==> src/vmn_pkg.sv <==
// shared types and constants for the vector magnitude and norm block
// no dependencies

package vmn_pkg;

   localparam int SAMPLE_WIDTH = 16;
   localparam int RAD_WIDTH    = 2 * SAMPLE_WIDTH;
   localparam int ROOT_WIDTH   = RAD_WIDTH / 2;
   localparam int REM_WIDTH    = ROOT_WIDTH + 1;
   localparam int RATIO_WIDTH  = 16;
   localparam int SQRT_STEPS   = ROOT_WIDTH;
   localparam int DIV_STEPS    = RATIO_WIDTH;
   localparam int SQ_STEPS     = 4;
   // one counter serves every phase, so it spans the longest one
   localparam int STEP_WIDTH   = $clog2((SQRT_STEPS > DIV_STEPS) ? SQRT_STEPS : DIV_STEPS);

   typedef struct packed {
      logic signed [SAMPLE_WIDTH-1:0] accel_x;
      logic signed [SAMPLE_WIDTH-1:0] accel_y;
      logic signed [SAMPLE_WIDTH-1:0] accel_z;
   } vmn_req_type;

   typedef struct packed {
      logic        [ROOT_WIDTH-1:0]  vector_length;
      logic signed [RATIO_WIDTH-1:0] x_ratio;
   } vmn_rsp_type;

   // operand select of the shared squaring multiplier
   typedef enum logic [1:0] {
      SEL_X    = 2'd0,
      SEL_Y    = 2'd1,
      SEL_Z    = 2'd2,
      SEL_NONE = 2'd3
   } vmn_sel_type;

   typedef struct packed {
      logic        load_in;
      logic        sq_step;
      vmn_sel_type sq_sel;
      logic        sqrt_step;
      logic        div_step;
      logic        load_out;
   } vmn_cmd_type;

endpackage

==> src/vmn_datapath.sv <==
// datapath: abs, shared squarer, bit-serial square root and divider, result register
// depends on vmn_pkg

module vmn_datapath
   import vmn_pkg::*;
(
   input  logic        clock,
   input  vmn_cmd_type cmd,
   input  vmn_req_type req_data,
   output vmn_rsp_type rsp_data
);

   function automatic logic [SAMPLE_WIDTH-1:0] abs_val(input logic [SAMPLE_WIDTH-1:0] v);
      logic [SAMPLE_WIDTH-1:0] r;
      r = v[SAMPLE_WIDTH-1] ? (~v + SAMPLE_WIDTH'(1)) : v;
      return r;
   endfunction

   logic [SAMPLE_WIDTH-1:0] ax_ff, ay_ff, az_ff;
   logic                    neg_ff;
   logic [RAD_WIDTH-1:0]    prod_ff;
   logic [RAD_WIDTH-1:0]    acc_ff;
   logic [REM_WIDTH-1:0]    srem_ff;
   logic [ROOT_WIDTH-1:0]   root_ff;
   logic [ROOT_WIDTH-1:0]   drem_ff;
   logic [RATIO_WIDTH-1:0]  ddvd_ff;
   logic [RATIO_WIDTH-1:0]  quo_ff;
   vmn_rsp_type             rsp_ff;

   logic [SAMPLE_WIDTH-1:0] ax_in;
   logic [SAMPLE_WIDTH-1:0] mul_op;
   logic [RAD_WIDTH-1:0]    mul_out;
   logic [REM_WIDTH+1:0]    srem_sh;
   logic [REM_WIDTH+1:0]    trial;
   logic [REM_WIDTH-1:0]    srem_in;
   logic [ROOT_WIDTH-1:0]   root_in;
   logic [ROOT_WIDTH:0]     drem_sh;
   logic [ROOT_WIDTH-1:0]   drem_in;
   logic                    qbit;
   logic [RATIO_WIDTH-1:0]  ratio;
   vmn_rsp_type             rsp_in;

   assign ax_in = abs_val(req_data.accel_x);

   // one squarer shared by the three axes
   always_comb begin
      unique case (cmd.sq_sel)
         SEL_X:    mul_op = ax_ff;
         SEL_Y:    mul_op = ay_ff;
         SEL_Z:    mul_op = az_ff;
         SEL_NONE: mul_op = '0;
         default:  mul_op = '0;
      endcase
   end

   assign mul_out = RAD_WIDTH'(mul_op) * RAD_WIDTH'(mul_op);

   // restoring square root, two radicand bits per step
   always_comb begin
      srem_sh = {srem_ff, acc_ff[RAD_WIDTH-1 -: 2]};
      trial   = {1'b0, root_ff, 2'b01};
      if (srem_sh >= trial) begin
         srem_in = REM_WIDTH'(srem_sh - trial);
         root_in = {root_ff[ROOT_WIDTH-2:0], 1'b1};
      end else begin
         srem_in = srem_sh[REM_WIDTH-1:0];
         root_in = {root_ff[ROOT_WIDTH-2:0], 1'b0};
      end
   end

   // restoring divide of |x| * 2^15 by the root, one quotient bit per step
   always_comb begin
      drem_sh = {drem_ff, ddvd_ff[RATIO_WIDTH-1]};
      qbit    = (drem_sh >= {1'b0, root_ff});
      if (qbit) begin
         drem_in = ROOT_WIDTH'(drem_sh - {1'b0, root_ff});
      end else begin
         drem_in = drem_sh[ROOT_WIDTH-1:0];
      end
   end

   // sign, saturation at plus one, zero length
   always_comb begin
      if (root_ff == '0) begin
         ratio = '0;
      end else if (neg_ff) begin
         ratio = ~quo_ff + RATIO_WIDTH'(1);
      end else if (quo_ff[RATIO_WIDTH-1]) begin
         ratio = {1'b0, {(RATIO_WIDTH-1){1'b1}}};
      end else begin
         ratio = quo_ff;
      end
      rsp_in.vector_length = root_ff;
      rsp_in.x_ratio       = ratio;
   end

   always_ff @(posedge clock) begin
      if (cmd.load_in) begin
         ax_ff   <= ax_in;
         ay_ff   <= abs_val(req_data.accel_y);
         az_ff   <= abs_val(req_data.accel_z);
         neg_ff  <= req_data.accel_x[SAMPLE_WIDTH-1];
         prod_ff <= '0;
         acc_ff  <= '0;
         srem_ff <= '0;
         root_ff <= '0;
         drem_ff <= {1'b0, ax_in[SAMPLE_WIDTH-1:1]};
         ddvd_ff <= {ax_in[0], {(RATIO_WIDTH-1){1'b0}}};
         quo_ff  <= '0;
      end else if (cmd.sq_step) begin
         prod_ff <= mul_out;
         acc_ff  <= acc_ff + prod_ff;
      end else if (cmd.sqrt_step) begin
         acc_ff  <= {acc_ff[RAD_WIDTH-3:0], 2'b00};
         srem_ff <= srem_in;
         root_ff <= root_in;
      end else if (cmd.div_step) begin
         drem_ff <= drem_in;
         ddvd_ff <= {ddvd_ff[RATIO_WIDTH-2:0], 1'b0};
         quo_ff  <= {quo_ff[RATIO_WIDTH-2:0], qbit};
      end
      if (cmd.load_out) begin
         rsp_ff <= rsp_in;
      end
   end

   assign rsp_data = rsp_ff;

endmodule

==> src/vmn_ctrl.sv <==
// controller: sequences square, root and divide phases and owns both handshakes
// depends on vmn_pkg

module vmn_ctrl
   import vmn_pkg::*;
(
   input  logic        clock,
   input  logic        reset,
   input  logic        req_valid,
   output logic        req_stall,
   output logic        rsp_valid,
   input  logic        rsp_stall,
   output vmn_cmd_type cmd
);

   typedef enum logic [4:0] {
      ST_IDLE   = 5'b00001,
      ST_SQUARE = 5'b00010,
      ST_SQRT   = 5'b00100,
      ST_DIVIDE = 5'b01000,
      ST_FINISH = 5'b10000
   } vmn_state_type;

   vmn_state_type           state_ff, state_in;
   logic [STEP_WIDTH-1:0]   cnt_ff, cnt_in;
   logic                    rsp_valid_ff, rsp_valid_in;
   logic                    out_free;

   assign req_stall = (state_ff != ST_IDLE);
   assign out_free  = !rsp_valid_ff || !rsp_stall;

   always_comb begin
      state_in      = state_ff;
      cnt_in        = cnt_ff;
      cmd           = '0;
      cmd.sq_sel    = SEL_NONE;
      unique case (state_ff)
         ST_IDLE: begin
            if (req_valid) begin
               cmd.load_in = 1'b1;
               state_in    = ST_SQUARE;
               cnt_in      = '0;
            end
         end
         ST_SQUARE: begin
            cmd.sq_step = 1'b1;
            unique case (cnt_ff[1:0])
               2'd0:    cmd.sq_sel = SEL_X;
               2'd1:    cmd.sq_sel = SEL_Y;
               2'd2:    cmd.sq_sel = SEL_Z;
               default: cmd.sq_sel = SEL_NONE;
            endcase
            if (cnt_ff == STEP_WIDTH'(SQ_STEPS - 1)) begin
               state_in = ST_SQRT;
               cnt_in   = '0;
            end else begin
               cnt_in = cnt_ff + STEP_WIDTH'(1);
            end
         end
         ST_SQRT: begin
            cmd.sqrt_step = 1'b1;
            if (cnt_ff == STEP_WIDTH'(SQRT_STEPS - 1)) begin
               state_in = ST_DIVIDE;
               cnt_in   = '0;
            end else begin
               cnt_in = cnt_ff + STEP_WIDTH'(1);
            end
         end
         ST_DIVIDE: begin
            cmd.div_step = 1'b1;
            if (cnt_ff == STEP_WIDTH'(DIV_STEPS - 1)) begin
               state_in = ST_FINISH;
               cnt_in   = '0;
            end else begin
               cnt_in = cnt_ff + STEP_WIDTH'(1);
            end
         end
         ST_FINISH: begin
            if (out_free) begin
               cmd.load_out = 1'b1;
               state_in     = ST_IDLE;
            end
         end
         default: begin
            state_in = ST_IDLE;
            cnt_in   = '0;
         end
      endcase
   end

   assign rsp_valid_in = cmd.load_out || (rsp_valid_ff && rsp_stall);

   always_ff @(posedge clock) begin
      if (reset) begin
         state_ff     <= ST_IDLE;
         cnt_ff       <= '0;
         rsp_valid_ff <= 1'b0;
      end else begin
         state_ff     <= state_in;
         cnt_ff       <= cnt_in;
         rsp_valid_ff <= rsp_valid_in;
      end
   end

   assign rsp_valid = rsp_valid_ff;

`ifndef SYNTHESIS
   a_accept_starts: assert property (@(posedge clock) disable iff (reset)
      (req_valid && !req_stall) |=> (state_ff == ST_SQUARE))
      else $error("accepted item did not start squaring");

   a_rsp_from_finish: assert property (@(posedge clock) disable iff (reset)
      $rose(rsp_valid_ff) |-> $past(state_ff == ST_FINISH))
      else $error("result raised outside finish");

   a_sqrt_count_clear: assert property (@(posedge clock) disable iff (reset)
      (state_ff == ST_SQRT && $past(state_ff == ST_SQUARE)) |-> (cnt_ff == '0))
      else $error("root step count not cleared");

   a_no_overwrite: assert property (@(posedge clock) disable iff (reset)
      (rsp_valid_ff && rsp_stall) |-> !cmd.load_out)
      else $error("stalled result overwritten");
`endif

endmodule

==> src/vector_magnitude_and_norm.sv <==
// top level of the vector magnitude and norm block
// depends on vmn_pkg, vmn_ctrl, vmn_datapath

// Takes one signed 16-bit three-axis sample per request transfer and returns one
// response transfer holding floor(sqrt(x*x + y*y + z*z)) and x / length in Q1.15,
// truncated toward zero, +1 saturated to 32767, 0 for a zero vector. Nothing is
// kept between samples. An accepted sample passes through the shared squarer,
// the bit-serial square root (two radicand bits per cycle) and the restoring
// divider (one quotient bit per cycle), then loads the output register, which
// raises the response valid; a new request is taken only after that load. The
// output register lets the next sample be accepted and worked on while a response
// still waits on rsp_stall; that sample then holds in the finish state until the
// register frees.

module vector_magnitude_and_norm
   import vmn_pkg::*;
(
   input  logic        clock,
   input  logic        reset,
   // request channel
   input  logic        req_valid,
   output logic        req_stall,
   input  vmn_req_type req_data,
   // response channel
   output logic        rsp_valid,
   input  logic        rsp_stall,
   output vmn_rsp_type rsp_data
);

   // command bundle from controller to datapath
   vmn_cmd_type cmd;

   // phase sequencing and handshakes
   vmn_ctrl u_ctrl (
      .clock     (clock),
      .reset     (reset),
      .req_valid (req_valid),
      .req_stall (req_stall),
      .rsp_valid (rsp_valid),
      .rsp_stall (rsp_stall),
      .cmd       (cmd)
   );

   // arithmetic and response register
   vmn_datapath u_datapath (
      .clock    (clock),
      .cmd      (cmd),
      .req_data (req_data),
      .rsp_data (rsp_data)
   );

endmodule

==> config.mk <==
export PLATFORM = sky130hd
export DESIGN_NAME = vector_magnitude_and_norm
export DESIGN_NICKNAME = d
export VERILOG_FILES = /design/src/vmn_pkg.sv /design/src/vmn_datapath.sv /design/src/vmn_ctrl.sv /design/src/vector_magnitude_and_norm.sv
export SDC_FILE = /design/constraint.sdc
export NUM_CORES = 1
export LEC_CHECK = 0
export BUFFER_PORTS_ARGS = -buffer_cell sky130_fd_sc_hd__buf_4
export CAP_MARGIN = 30
export CELL_PAD_IN_SITES_DETAIL_PLACEMENT = 1
export CELL_PAD_IN_SITES_GLOBAL_PLACEMENT = 1
export CORE_ASPECT_RATIO = 2
export CORE_MARGIN = 3
export CORE_UTILIZATION = 44
export DETAILED_ROUTE_END_ITERATION = 6
export GPL_TIMING_DRIVEN = 0
export PLACE_DENSITY = 0.77
export SLEW_MARGIN = 20
export SYNTH_ARGS = -nofsm -noshare
export SYNTH_HDL_FRONTEND = slang
export SYNTH_SLANG_ARGS = --single-unit
==> constraint.sdc <==
create_clock -name clock -period 7.55 [get_ports clock]
set_clock_uncertainty 0.1 [all_clocks]
set_input_delay 1.51 -clock clock [delete_from_list [all_inputs] [get_ports clock]]
set_output_delay 1.51 -clock clock [all_outputs]
set_load 0.02 [all_outputs]
== Yosys cells after proc, flatten, opt, wreduce, memory -nomap -nowiden ==
Cells that the tools add are included.

* Input port bits: 52
* Logic and storage cells: 110
* Register bits: 221

* Reduce and logical (&&, ||, !) cells: 16
* Bitwise logic cells: 7
* Eq/ne operators: 20
* Multiply operators: 1
* Multiplexer cells: 37
* Order comparisons: 2
* Add/sub/neg operators: 8

{| class="wikitable"
|+ Operators with widths
! cell !! number
|-
| $mux W16 || 7
|-
| $mux W15 || 7
|-
| $add A16 B1 Y16 const B || 4
|-
| $mux W32 || 2
|-
| $not A16 Y16 || 4
|-
| $pmux W16 S4 || 1
|-
| $add A32 B32 Y32 || 1
|-
| $mul A16 B16 Y32 || 1
|-
| $mux W5 || 5
|-
| $pmux W5 S5 || 1
|-
| $ge A19 B18 Y1 || 1
|-
| $ge A17 B16 Y1 || 1
|-
| $mux W17 || 1
|-
| $sub A17 B17 Y17 || 1
|-
| $logic_not A16 Y1 || 1
|-
| $pmux W4 S4 || 1
|-
| $sub A16 B16 Y16 || 1
|-
| $mux W4 || 3
|-
| $ne A2 B1 Y1 const B || 6
|-
| $mux W1 || 7
|-
| $eq A2 B2 Y1 const B || 3
|-
| $pmux W2 S3 || 1
|-
| $reduce_and A3 Y1 || 2
|-
| $eq A5 B1 Y1 const B || 1
|-
| 20 further kinds || 28
|}

== Logic depth before layout (Yosys ltp) ==
Gate-level depths: netlist (run 1).

* Depth in word-level cells: 6
* Depth in mapped cells: 35

== Modules after synthesis ==
Synthesis (run 1) repeated with hierarchy kept, for this count alone.

* Cells, all modules: 2268
* Area total of the unflattened synthesis: 20221.9 µm²

{| class="wikitable"
|+ By module, submodules not included
! module !! sequential area each (µm²) !! cells an instance !! times used !! area an instance (µm²)
|-
| vmn_datapath || 5175.0 || 2189 || 1 || 19553.8
|-
| vmn_ctrl || 200.2 || 79 || 1 || 668.1
|}

== Least setup slack after synthesis (run 1) ==
Ideal clock, no wire load.

* Path type: register -> register
* Start point: register u_ctrl.cnt_ff[0]
* End point: register u_datapath.prod_ff[30]
* Cell stages (with the launch flop): 29
* Library setup time: 0.118 ns
* Data arrival time: 7.437 ns
* Setup slack: -0.104 ns
* Cells stage by stage: dfxtp_1 -> inv_1 -> ha_1 -> clkbuf_1 -> clkbuf_1 -> mux2i_1 -> o21ai_0 -> and2_1 -> clkbuf_1 -> nand2_1 -> fa_1 -> fa_1 -> inv_1 -> fa_1 -> fa_1 -> fa_1 -> inv_1 -> fa_1 -> inv_1 -> ha_1 -> a21oi_1 -> nand2_1 -> a2111oi_0 -> nor2_1 -> a21oi_1 -> o31a_1 -> o21ai_0 -> or3_1 -> o2111a_1

* Cells in the longest elaborated chain, start to end: 6
* Elaborated cells on any way between the ends: 11

{| class="wikitable"
|+ Ends and longest elaborated chain
! element !! RTL line !! text
|-
| start, declared || vmn_ctrl.sv:25 || <nowiki>logic [STEP_WIDTH-1:0] cnt_ff, cnt_in;</nowiki>
|-
| start signal, assigned || vmn_ctrl.sv:100 || <nowiki>cnt_ff <= cnt_in;</nowiki>
|-
| $eq A2 B2 Y1 (tied with other cells) || vmn_ctrl.sv:47 || <nowiki>unique case (cnt_ff[1:0])</nowiki>
|-
| $pmux W2 S3 * || vmn_ctrl.sv:47 ||
|-
| $mux W3 * || vmn_ctrl.sv:37 || <nowiki>unique case (state_ff)</nowiki>
|-
| $eq A2 B2 Y1 (tied with other cells) || vmn_datapath.sv:47 || <nowiki>unique case (cmd.sq_sel)</nowiki>
|-
| $pmux W16 S4 * || vmn_datapath.sv:47 ||
|-
| $mul A16 B16 Y32 * || vmn_datapath.sv:56 || <nowiki>assign mul_out = RAD_WIDTH'(mul_op) * RAD_WIDTH'(mul_op);</nowiki>
|-
| end signal, assigned || vmn_datapath.sv:111 || <nowiki>prod_ff <= mul_out;</nowiki>
|-
| end, declared || vmn_datapath.sv:21 || <nowiki>logic [RAD_WIDTH-1:0] prod_ff;</nowiki>
|}

Every way passes the cells marked *; elsewhere a longest branch is shown, timed or not.
A chain may end at the register's enable or synchronous reset.

== Worst setup path in the final report (run 1) ==
* Start point: register u_ctrl.cnt_ff[1]
* End point: register u_datapath.prod_ff[28]

Same word-level chain as after synthesis.

==> reports/metrics.csv, run 1 <==
stage,metric,value,unit
run_status,status,completed,
floorplan,design.core.area,44200,um^2
setup_path,cp_max_fo,10,
timing,fin_crit_sh,97.5,%
setup_path,crit_slowest_cell,fa_2,
setup_path,ff2ff_setup_slack,0.19,ns
timing,tightest_slew,0.885,ns
logic_synthesis,dominantRegCellSynth,dfxtp_1,
logic_synthesis,yosys.area.top_type,fa_1,
clock_network,numClockSinks,220,
setup_path,arrival,7.73,ns
clock_network,cts_hold_buf,0,
floorplan,num_rows,109,
detailed_routing,drt-met1-wl,21500,um
logic_synthesis,synth-edff-count,97,
logic_synthesis,ys_seq_elements,220,
logic_synthesis,yosys.cell_count.top_type,nand2_1,
logic_synthesis,syn_area_per_cell,8.70,um^2
place,io_buffers,84,
floorplan,dieArea,47500,um^2
timing,relSlewSlack,40.2,%
detailed_routing,vias,17300,
place,place_area,21100,um^2
detailed_routing,drtPass1Iterations,4,
floorplan,start_util,44.6,%
timing,period_minus_slack,7.36,ns
timing,fmaxAchievable,0.136,GHz
logic_synthesis,ys_types,68,
final_layout,area_growth,15.3,%
power_and_ir_drop,vdd.ir_drop.worst,0.184,mV
floorplan,io_pins,86,
detailed_routing,drt_iter0_drc,620,
clock_network,cts_tree,yes,
logic_synthesis,synth_cells,2267,
power_and_ir_drop,leakagePower,10.2,nW
floorplan,fp.dieH,305,um
logic_synthesis,ys_seq_area_share,27.3,%
place,dp_hpwl,53700,um
detailed_routing,wl,67800,um
final_layout,layout-drive-gt1-share,12.4,%
detailed_routing,postRouteAntennaNets,0,
timing,maxSlewViolCount,0,
logic_synthesis,synth.top_cell.area_share,16.6,%
job,maxCapViolCount,0,
final_layout,antenna_cells,0,
logic_synthesis,synthArstFlopShare,0,%
worst_hold_path,hp-class,reg2reg,
clock_network,path_clk_slew,0.07,ns
detailed_routing,drt-vias-per-instance,5.79,
logic_synthesis,ys_top_cells_by_count,"nand2_1, inv_1, nor2_1",
setup_path,crit_type,reg2reg,
logic_synthesis,synth_area_leaders,"fa_1, edfxtp_1, dfxtp_1",
global_route,grt_pass1_vias,19800,
clock_network,root_buffer,clkbuf_16,
global_route,grt_max_degree,34,
logic_synthesis,synthesis.area,19700,um^2
floorplan,die_w,156,um
place,globalplace.congestion,0.945,
timing,hold_violations,0,
setup_path,critPathCaptureType,flop,
timing,finalSetupTns,0,ns
clock_network,clk_latency,0.54,ns
setup_path,cp.required,7.92,ns
final_layout,fin_nets,2794,
final_layout,fin_area,22700,um^2
clock_network,cts_made_buffers,22,
global_route,grt_overflow_total,0,
clock_network,clk_path_buf_depth,3,
timing,setup_violations,0,
detailed_routing,wl_met3,1780,um
detailed_routing,routed-wl-met2,39300,um
detailed_routing,drc,0,
timing,rsz0062_at_grt,true,
logic_synthesis,syn-num-nets,2651,
global_route,antenna_found_initial,0,
logic_synthesis,yosysWarnings,0,
global_route,grt_first_pass_wirelength,107000,um
setup_path,cp-start-kind,flop,
clock_network,htree_levels,1,
global_route,gr-usage-all-layers,28.6,%
setup_path,cpPeakStageDelay,0.59,ns
power_and_ir_drop,powerDensity,145,nW/um^2
detailed_routing,top_layer,met4,
detailed_routing,wl_per_cell,22.7,um
[area by class of cell]
class | count | area (um^2)
Fill cell | 5276 | 21400
Multi-Input combinational cell | 1665 | 13400
Sequential cell | 220 | 5380
Inverter | 293 | 1120
Timing Repair Buffer | 127 | 1000
Tap cell | 555 | 694
Clock buffer | 24 | 558
Buffer | 81 | 424
Clock inverter | 16 | 195
[metal layers]
metal  up-vias  GRT usage (%)
met4         0           18.1
met3       194           2.37
met1      8712           25.9
met2       389           58.2
met5         -              0
li1       7955              -
[cells in the final DEF (no fill, tap or decap), drive strengths merged, types with 89 or more instances in the layout]
master,netlist,routed
fa,164,164
buf,8,140
edfxtp,97,97
a21oi,141,141
ha,168,168
xnor2,89,89
inv,288,291
nand2,314,314
clkbuf,81,92
nor2,189,189
o21ai,111,111
dfxtp,123,123
[worst max-delay path, delay by kind of cell (launching register included)]
family / cells / cell delay, ns
buffers and inverters: 10 / 1.15
and+or+nand+nor: 7 / 0.89
xor gates and xnor gates: 1 / 0.12
DFF: 1 / 0.37
adders and majority gates: 8 / 3.43
AOI/OAI and AO/OA: 6 / 1.22
[registers in the layout (all words and copies together), names as in the netlist, 17 cells and up]
name                 count
u_datapath.acc_ff       32
u_datapath.prod_ff      31
u_datapath.srem_ff      17
u_datapath.rsp_data     32
[logic make-up after synthesis]
family / Yosys count / share of synthesized area, %
flops: 220 / 27.3
xor+xnor: 115 / 5.11
buf+inv: 382 / 7.28
simple gates: 702 / 15.8
mux: 39 / 1.99
fa+ha+maj: 332 / 27.3
compound gates: 477 / 15.2
[through the flow]
step	utilization (%)	setup slack (ns)	hold slack, ns	total power, mW	instances
2_1_floorplan	-	0.0113	0.336	1.85	2267
3_3_place_gp	47.6	-1.49	0.354	2.07	2906
3_5_place_dp	47.8	-1.64	0.355	2.10	2908
4_1_cts	50.5	0.0116	0.365	3.31	2962
5_1_grt	51.5	-0.107	0.400	3.43	2981
6_report	51.5	0.190	0.368	3.30	2981
[worst paths after layout]
kind                                                to             startpoint  depth (start not counted)
worst max register to register  u_datapath.prod_ff[28]       u_ctrl.cnt_ff[1]                         32
worst min-delay path             u_datapath.prod_ff[9]  u_datapath.prod_ff[9]                          2
worst max-delay path            u_datapath.prod_ff[28]       u_ctrl.cnt_ff[1]                         32
worst min register to register   u_datapath.prod_ff[9]  u_datapath.prod_ff[9]                          2
[what timing repair did]
action,in CTS,in global routing
setup endpoints to repair,21,16
setup buffers,20,21
pin swaps,17,33
gates resized for setup,110,77
[report_power, final]
part           total (mW)  switching (mW)  internal [mW]
combinational       0.754           0.478          0.275
sequential           1.36          0.0410           1.32
clock                1.18           0.530          0.652
total                3.30            1.05           2.25
Power figures use the tool's default switching activity.
==> run 2, diff against run 1 <==
CORE_UTILIZATION = 40   (was 44)
PLACE_DENSITY = 0.71   (was 0.77)
REMOVE_ABC_BUFFERS = 1   (was not set)
==> reports/metrics.csv, run 2 (synthesis results as in run 1) <==
stage,metric,value,unit
setup_path,cp.required,7.83,ns
setup_path,cp-start-kind,flop,
setup_path,crit_start,u_ctrl.cnt_ff[0],
global_route,grt_pass1_vias,19100,
power_and_ir_drop,p_seq_share,41.7,%
detailed_routing,vias,17000,
floorplan,dieArea,52200,um^2
setup_path,crit_slowest_cell,fa_1,
clock_network,path_clk_slew,0.07,ns
floorplan,num_rows,114,
detailed_routing,drtPass1Iterations,4,
clock_network,numClockSinks,220,
setup_path,cpPeakStageDelay,0.65,ns
clock_network,cts_made_buffers,22,
timing,fin_crit_sh,97.6,%
final_layout,final_common_cell,nand2_1,
power_and_ir_drop,vdd.ir_drop.worst,0.181,mV
floorplan,fp.dieH,320,um
timing,finalSetupTns,0,ns
global_route,antenna_found_initial,0,
power_and_ir_drop,sw_frac_of_total,30.9,%
floorplan,start_util,40.7,%
clock_network,root_buffer,clkbuf_16,
detailed_routing,postRouteAntennaNets,0,
run_status,status,completed,
worst_hold_path,hp-class,reg2reg,
clock_network,cts_hold_buf,0,
floorplan,design.core.area,48500,um^2
timing,relSlewSlack,40.1,%
timing,setup_violations,0,
global_route,grt_max_degree,105,
clock_network,clk_path_buf_depth,3,
setup_path,crit_type,reg2reg,
global_route,gr-usage-all-layers,24.1,%
global_route,grt_overflow_total,0,
final_layout,layout-drive-gt1-share,15.0,%
detailed_routing,wl_per_cell,20.7,um
setup_path,arrival,7.65,ns
place,globalplace.congestion,0.879,
final_layout,fin_nets,2773,
power_and_ir_drop,p_int,2.26,mW
detailed_routing,drt_iter0_drc,649,
clock_network,clk_latency,0.54,ns
timing,hold_slack,0.366,ns
place,dp_hpwl,47400,um
worst_hold_path,holdCritStartpoint,u_datapath.prod_ff[9],
global_route,grt_first_pass_wirelength,100000,um
power_and_ir_drop,p_sw,1.01,mW
power_and_ir_drop,powerDensity,142,nW/um^2
final_layout,antenna_cells,0,
floorplan,die_w,163,um
clock_network,cts_tree,yes,
power_and_ir_drop,power_frac_clock,35.9,%
clock_network,htree_levels,1,
setup_path,critPathCaptureType,flop,
final_layout,final_cell_count_no_fill,3043,
timing,fmaxAchievable,0.136,GHz
final_layout,nFillCells,5666,
detailed_routing,drc,0,
timing,hold_violations,0,
detailed_routing,drt-vias-per-instance,5.58,
place,io_buffers,85,
setup_path,reg2reg_from,u_ctrl.cnt_ff[0],
floorplan,io_pins,86,
setup_path,cp_max_fo,12,
final_layout,area_growth,17.4,%
job,maxCapViolCount,0,
power_and_ir_drop,p_comb_share,22.5,%
detailed_routing,wl,63000,um
timing,maxSlewViolCount,0,
timing,period_minus_slack,7.37,ns
timing,tightest_slew,0.875,ns
final_layout,final_cell_mix,"nand2_1, inv_1, nor2_1",
place,dp_cells,2918,
power_and_ir_drop,leakagePower,10.3,nW
power_and_ir_drop,power,3.28,mW
## run 2: power by group through the flow
| stage | Combinational (mW) | Sequential (mW) | Clock, mW |
|---|---|---|---|
| 2_1_floorplan | 0.462 | 1.37 | 0 |
| 3_5_place_dp | 0.689 | 1.39 | 0 |
| 5_1_grt | 0.810 | 1.37 | 1.25 |
| 4_1_cts | 0.722 | 1.36 | 1.21 |
| 6_report | 0.736 | 1.37 | 1.18 |
| 3_3_place_gp | 0.652 | 1.39 | 0 |
## run 2: worst max-delay path, delay by kind of cell (launching register included)
family | cells | cell delay (ns)
fa+ha+maj | 8 | 3.86
xor+xnor | 1 | 0.24
simple gates | 6 | 0.85
buf+inv | 6 | 0.65
flops | 1 | 0.38
compound gates | 7 | 1.09
## run 2: worst paths after layout
kind,slack [ns],endpoint,cells after the start
worst min register to register,0.37,u_datapath.prod_ff[9],2
worst max register to register,0.18,u_datapath.prod_ff[25],28
worst max-delay path,0.18,u_datapath.prod_ff[25],28
worst min-delay path,0.37,u_datapath.prod_ff[9],2
## run 2: timing repair
item,in CTS,in global routing
resized for setup,91,77
endpoints found under the setup margin,25,15
buffers inserted,46,34
gates cloned,4,1
pin swaps,18,43
## run 2: stage by stage
step	worst slack, ns	util (%)	area (um^2)
after floorplan	-1.15	-	19400
after global placement	-6.69	42.9	20800
after detailed placement	-2.82	43.6	21100
after CTS	-0.0225	46.6	22600
after global routing	-0.101	47.7	23100
final	0.180	47.7	23100
## run 2: layout make-up
| cell class | instances | area (um^2) | share of cell area, % |
|---|---|---|---|
| clock buffers | 24 | 589 | 2.55 |
| clock inverters | 16 | 173 | 0.746 |
| inverters | 293 | 1160 | 5.00 |
| multi-input cells | 1669 | 13500 | 58.2 |
| flip-flops and latches | 220 | 5380 | 23.2 |
| well taps | 638 | 798 | 3.45 |
| repair buffers | 183 | 1570 | 6.80 |
## run 2: metal layers
layer  track usage, %  vias up  share of wire [%]
met5                0        -                  0
met4             12.9        0                6.2
met3             2.01      175                2.2
met2             49.6      284                 59
met1             22.6     8584                 33
li1                 -     7923                  -
==> run 3, diff against run 2 <==
ABC_AREA = 1   (was not set)
PLACE_DENSITY = not set   (was 0.71)
PLACE_DENSITY_LB_ADDON = 0.05   (was not set)
==> reports/metrics.csv, run 3 <==
stage,metric,value,unit
clock_network,cts_made_buffers,23,
setup_path,crit_slowest_cell,fa_2,
floorplan,die_w,170,um
power_and_ir_drop,p_int,3.88,mW
run_status,status,completed,
setup_path,cpPeakStageDelay,0.69,ns
worst_hold_path,holdCritStartpoint,u_datapath.root_ff[12],
place,globalplace.congestion,0.914,
setup_path,reg2reg_depth,30,
final_layout,final_cell_count_no_fill,3700,
global_route,antenna_found_initial,0,
logic_synthesis,yosys.cell_count.top_type,nand2_1,
logic_synthesis,synthesis.area,21400,um^2
global_route,use_met2,57.7,%
floorplan,num_rows,119,
final_layout,multi_input_area,13900,um^2
power_and_ir_drop,power_frac_clock,16.4,%
logic_synthesis,synthArstFlopShare,0,%
place,place_area,22900,um^2
final_layout,area_growth,13.9,%
logic_synthesis,dominantRegCellSynth,dfxtp_1,
detailed_routing,postRouteAntennaNets,0,
setup_path,critPathCaptureType,flop,
logic_synthesis,ys_top_cells_by_count,"nand2_1, inv_1, nor2_1",
timing,finalSetupTns,0,ns
logic_synthesis,synth.top_cell.area_share,15.3,%
final_layout,final_cell_mix,"nand2_1, inv_1, nor2_1",
final_layout,fin_area,24400,um^2
floorplan,fp.dieH,333,um
global_route,use_met1,23.9,%
logic_synthesis,ys_seq_elements,220,
global_route,grt_overflow_total,0,
global_route,grt_first_pass_wirelength,123000,um
power_and_ir_drop,vdd.ir_drop.worst,0.348,mV
floorplan,dieArea,56500,um^2
final_layout,seq_area,5380,um^2
global_route,top_usage_layer,met2,
setup_path,cp.required,7.90,ns
timing,period_minus_slack,7.35,ns
final_layout,nFillCells,6643,
place,dp_cells,3617,
logic_synthesis,ys_types,44,
final_layout,fin_nets,3402,
clock_network,clk_path_buf_depth,3,
setup_path,crit_type,reg2reg,
timing,maxSlewViolCount,0,
clock_network,numClockSinks,220,
global_route,grt_use_met3,3.29,%
final_layout,post-route-util,46.2,%
setup_path,crit_start,u_ctrl.state_ff[2],
power_and_ir_drop,p_seq_share,25.4,%
detailed_routing,drtPass1Iterations,4,
place,dp_hpwl,64600,um
global_route,gr-usage-all-layers,28.1,%
clock_network,cts_hold_buf,0,
power_and_ir_drop,power,7.73,mW
detailed_routing,wl_per_cell,21.4,um
timing,fmaxAchievable,0.136,GHz
logic_synthesis,yosys.area.top_type,fa_1,
final_layout,layout-drive-gt1-share,9.79,%
logic_synthesis,synth_area_leaders,"fa_1, edfxtp_1, dfxtp_1",
detailed_routing,drc,0,
worst_hold_path,hp-class,reg2reg,
final_layout,final_common_cell,nand2_1,
setup_path,arrival,7.70,ns
logic_synthesis,synth_cells,2916,
clock_network,path_clk_slew,0.07,ns
timing,setup_violations,0,
final_layout,antenna_cells,0,
clock_network,root_buffer,clkbuf_16,
clock_network,clk_latency,0.57,ns
logic_synthesis,ys_seq_area_share,25.1,%
detailed_routing,drt-vias-per-instance,5.37,
detailed_routing,vias,19900,
global_route,grt_max_degree,80,
global_route,grt_pass1_vias,22300,
timing,hold_violations,0,
floorplan,start_util,40.5,%
place,io_buffers,85,
logic_synthesis,syn_area_per_cell,7.35,um^2
timing,tightest_slew,0.844,ns
logic_synthesis,synth-edff-count,97,
setup_path,cp-start-kind,flop,
power_and_ir_drop,p_sw,3.85,mW
timing,relSlewSlack,43.7,%
power_and_ir_drop,p_comb_share,58.2,%
floorplan,io_pins,86,
logic_synthesis,yosysWarnings,0,
clock_network,cts_tree,yes,
clock_network,htree_levels,1,
detailed_routing,wl,79300,um
timing,rsz0062_at_grt,true,
power_and_ir_drop,sw_frac_of_total,49.8,%
timing,fin_crit_sh,97.3,%
setup_path,reg2reg_from,u_ctrl.state_ff[2],
setup_path,cp_max_fo,25,
detailed_routing,drt_iter0_drc,743,
job,maxCapViolCount,0,
worst_hold_path,holdPathStages,0,
floorplan,design.core.area,52900,um^2
power_and_ir_drop,leakagePower,12.0,nW
power_and_ir_drop,powerDensity,317,nW/um^2
[run 3: layer usage]
layer / vias up / share of wire, %
li1: 9448 / -
met1: 9786 / 31
met2: 387 / 58
met3: 239 / 2.9
met4: 0 / 8.5
met5: - / 0
[run 3: cells by family (layout without fill, tap and decap cells)]
family / Yosys count / count (layout) / synth area share, %
compound gates: 418 / 418 / 11.0
xor+xnor: 77 / 77 / 3.15
fa+ha+maj: 332 / 332 / 25.1
buf+inv: 654 / 773 / 11.7
flops: 220 / 220 / 25.1
simple gates: 1215 / 1215 / 23.9
[run 3: final timing paths]
kind,endpoint,slack (ns)
max,u_datapath.prod_ff[28],0.20
min,u_datapath.rsp_data[28],0.34
max reg2reg,u_datapath.prod_ff[28],0.20
min reg2reg,u_datapath.rsp_data[28],0.34
[run 3: cell type report]
type	instances	area share, %
well taps	665	3.41
clock buffers	29	2.58
repair inverters	1	0.0308
flip-flops and latches	220	22.0
inverters	592	9.24
clock inverters	13	0.728
multi-input cells	2042	56.9
repair buffers	138	5.12
[run 3: through the flow]
| stage | worst slack, ns | hold WS [ns] |
|---|---|---|
| 2_1_floorplan | -0.0134 | 0.325 |
| 3_3_place_gp | -2.67 | 0.337 |
| 3_5_place_dp | -1.54 | 0.343 |
| 4_1_cts | 0.000469 | 0.338 |
| 5_1_grt | -0.0132 | 0.377 |
| 6_report | 0.202 | 0.344 |
[run 3: power groups by stage]
stage / sequential, mW / clock (mW) / combinational, mW
after floorplan: 1.87 / 0 / 2.99
after global placement: 1.99 / 0 / 4.24
after detailed placement: 1.97 / 0 / 4.43
after CTS: 1.96 / 1.30 / 4.51
after global routing: 2.00 / 1.34 / 5.07
final: 1.96 / 1.27 / 4.50
[run 3: what timing repair did]
action / CTS / global route
setup buffers: 29 / 10
gates resized for setup: 35 / 54
pin swaps: 12 / 7
gates cloned: 1 / 1
setup endpoints to repair: 23 / 19
[run 3: critical path, delay by kind of cell (launching register included)]
family,cells,cell delay (ns)
adder cells (fa/ha/maj),7,3.60
buffers and inverters,10,1.30
AND/OR/NAND/NOR,12,1.69
AO/OA/AOI/OAI,1,0.18
flip-flops,1,0.36
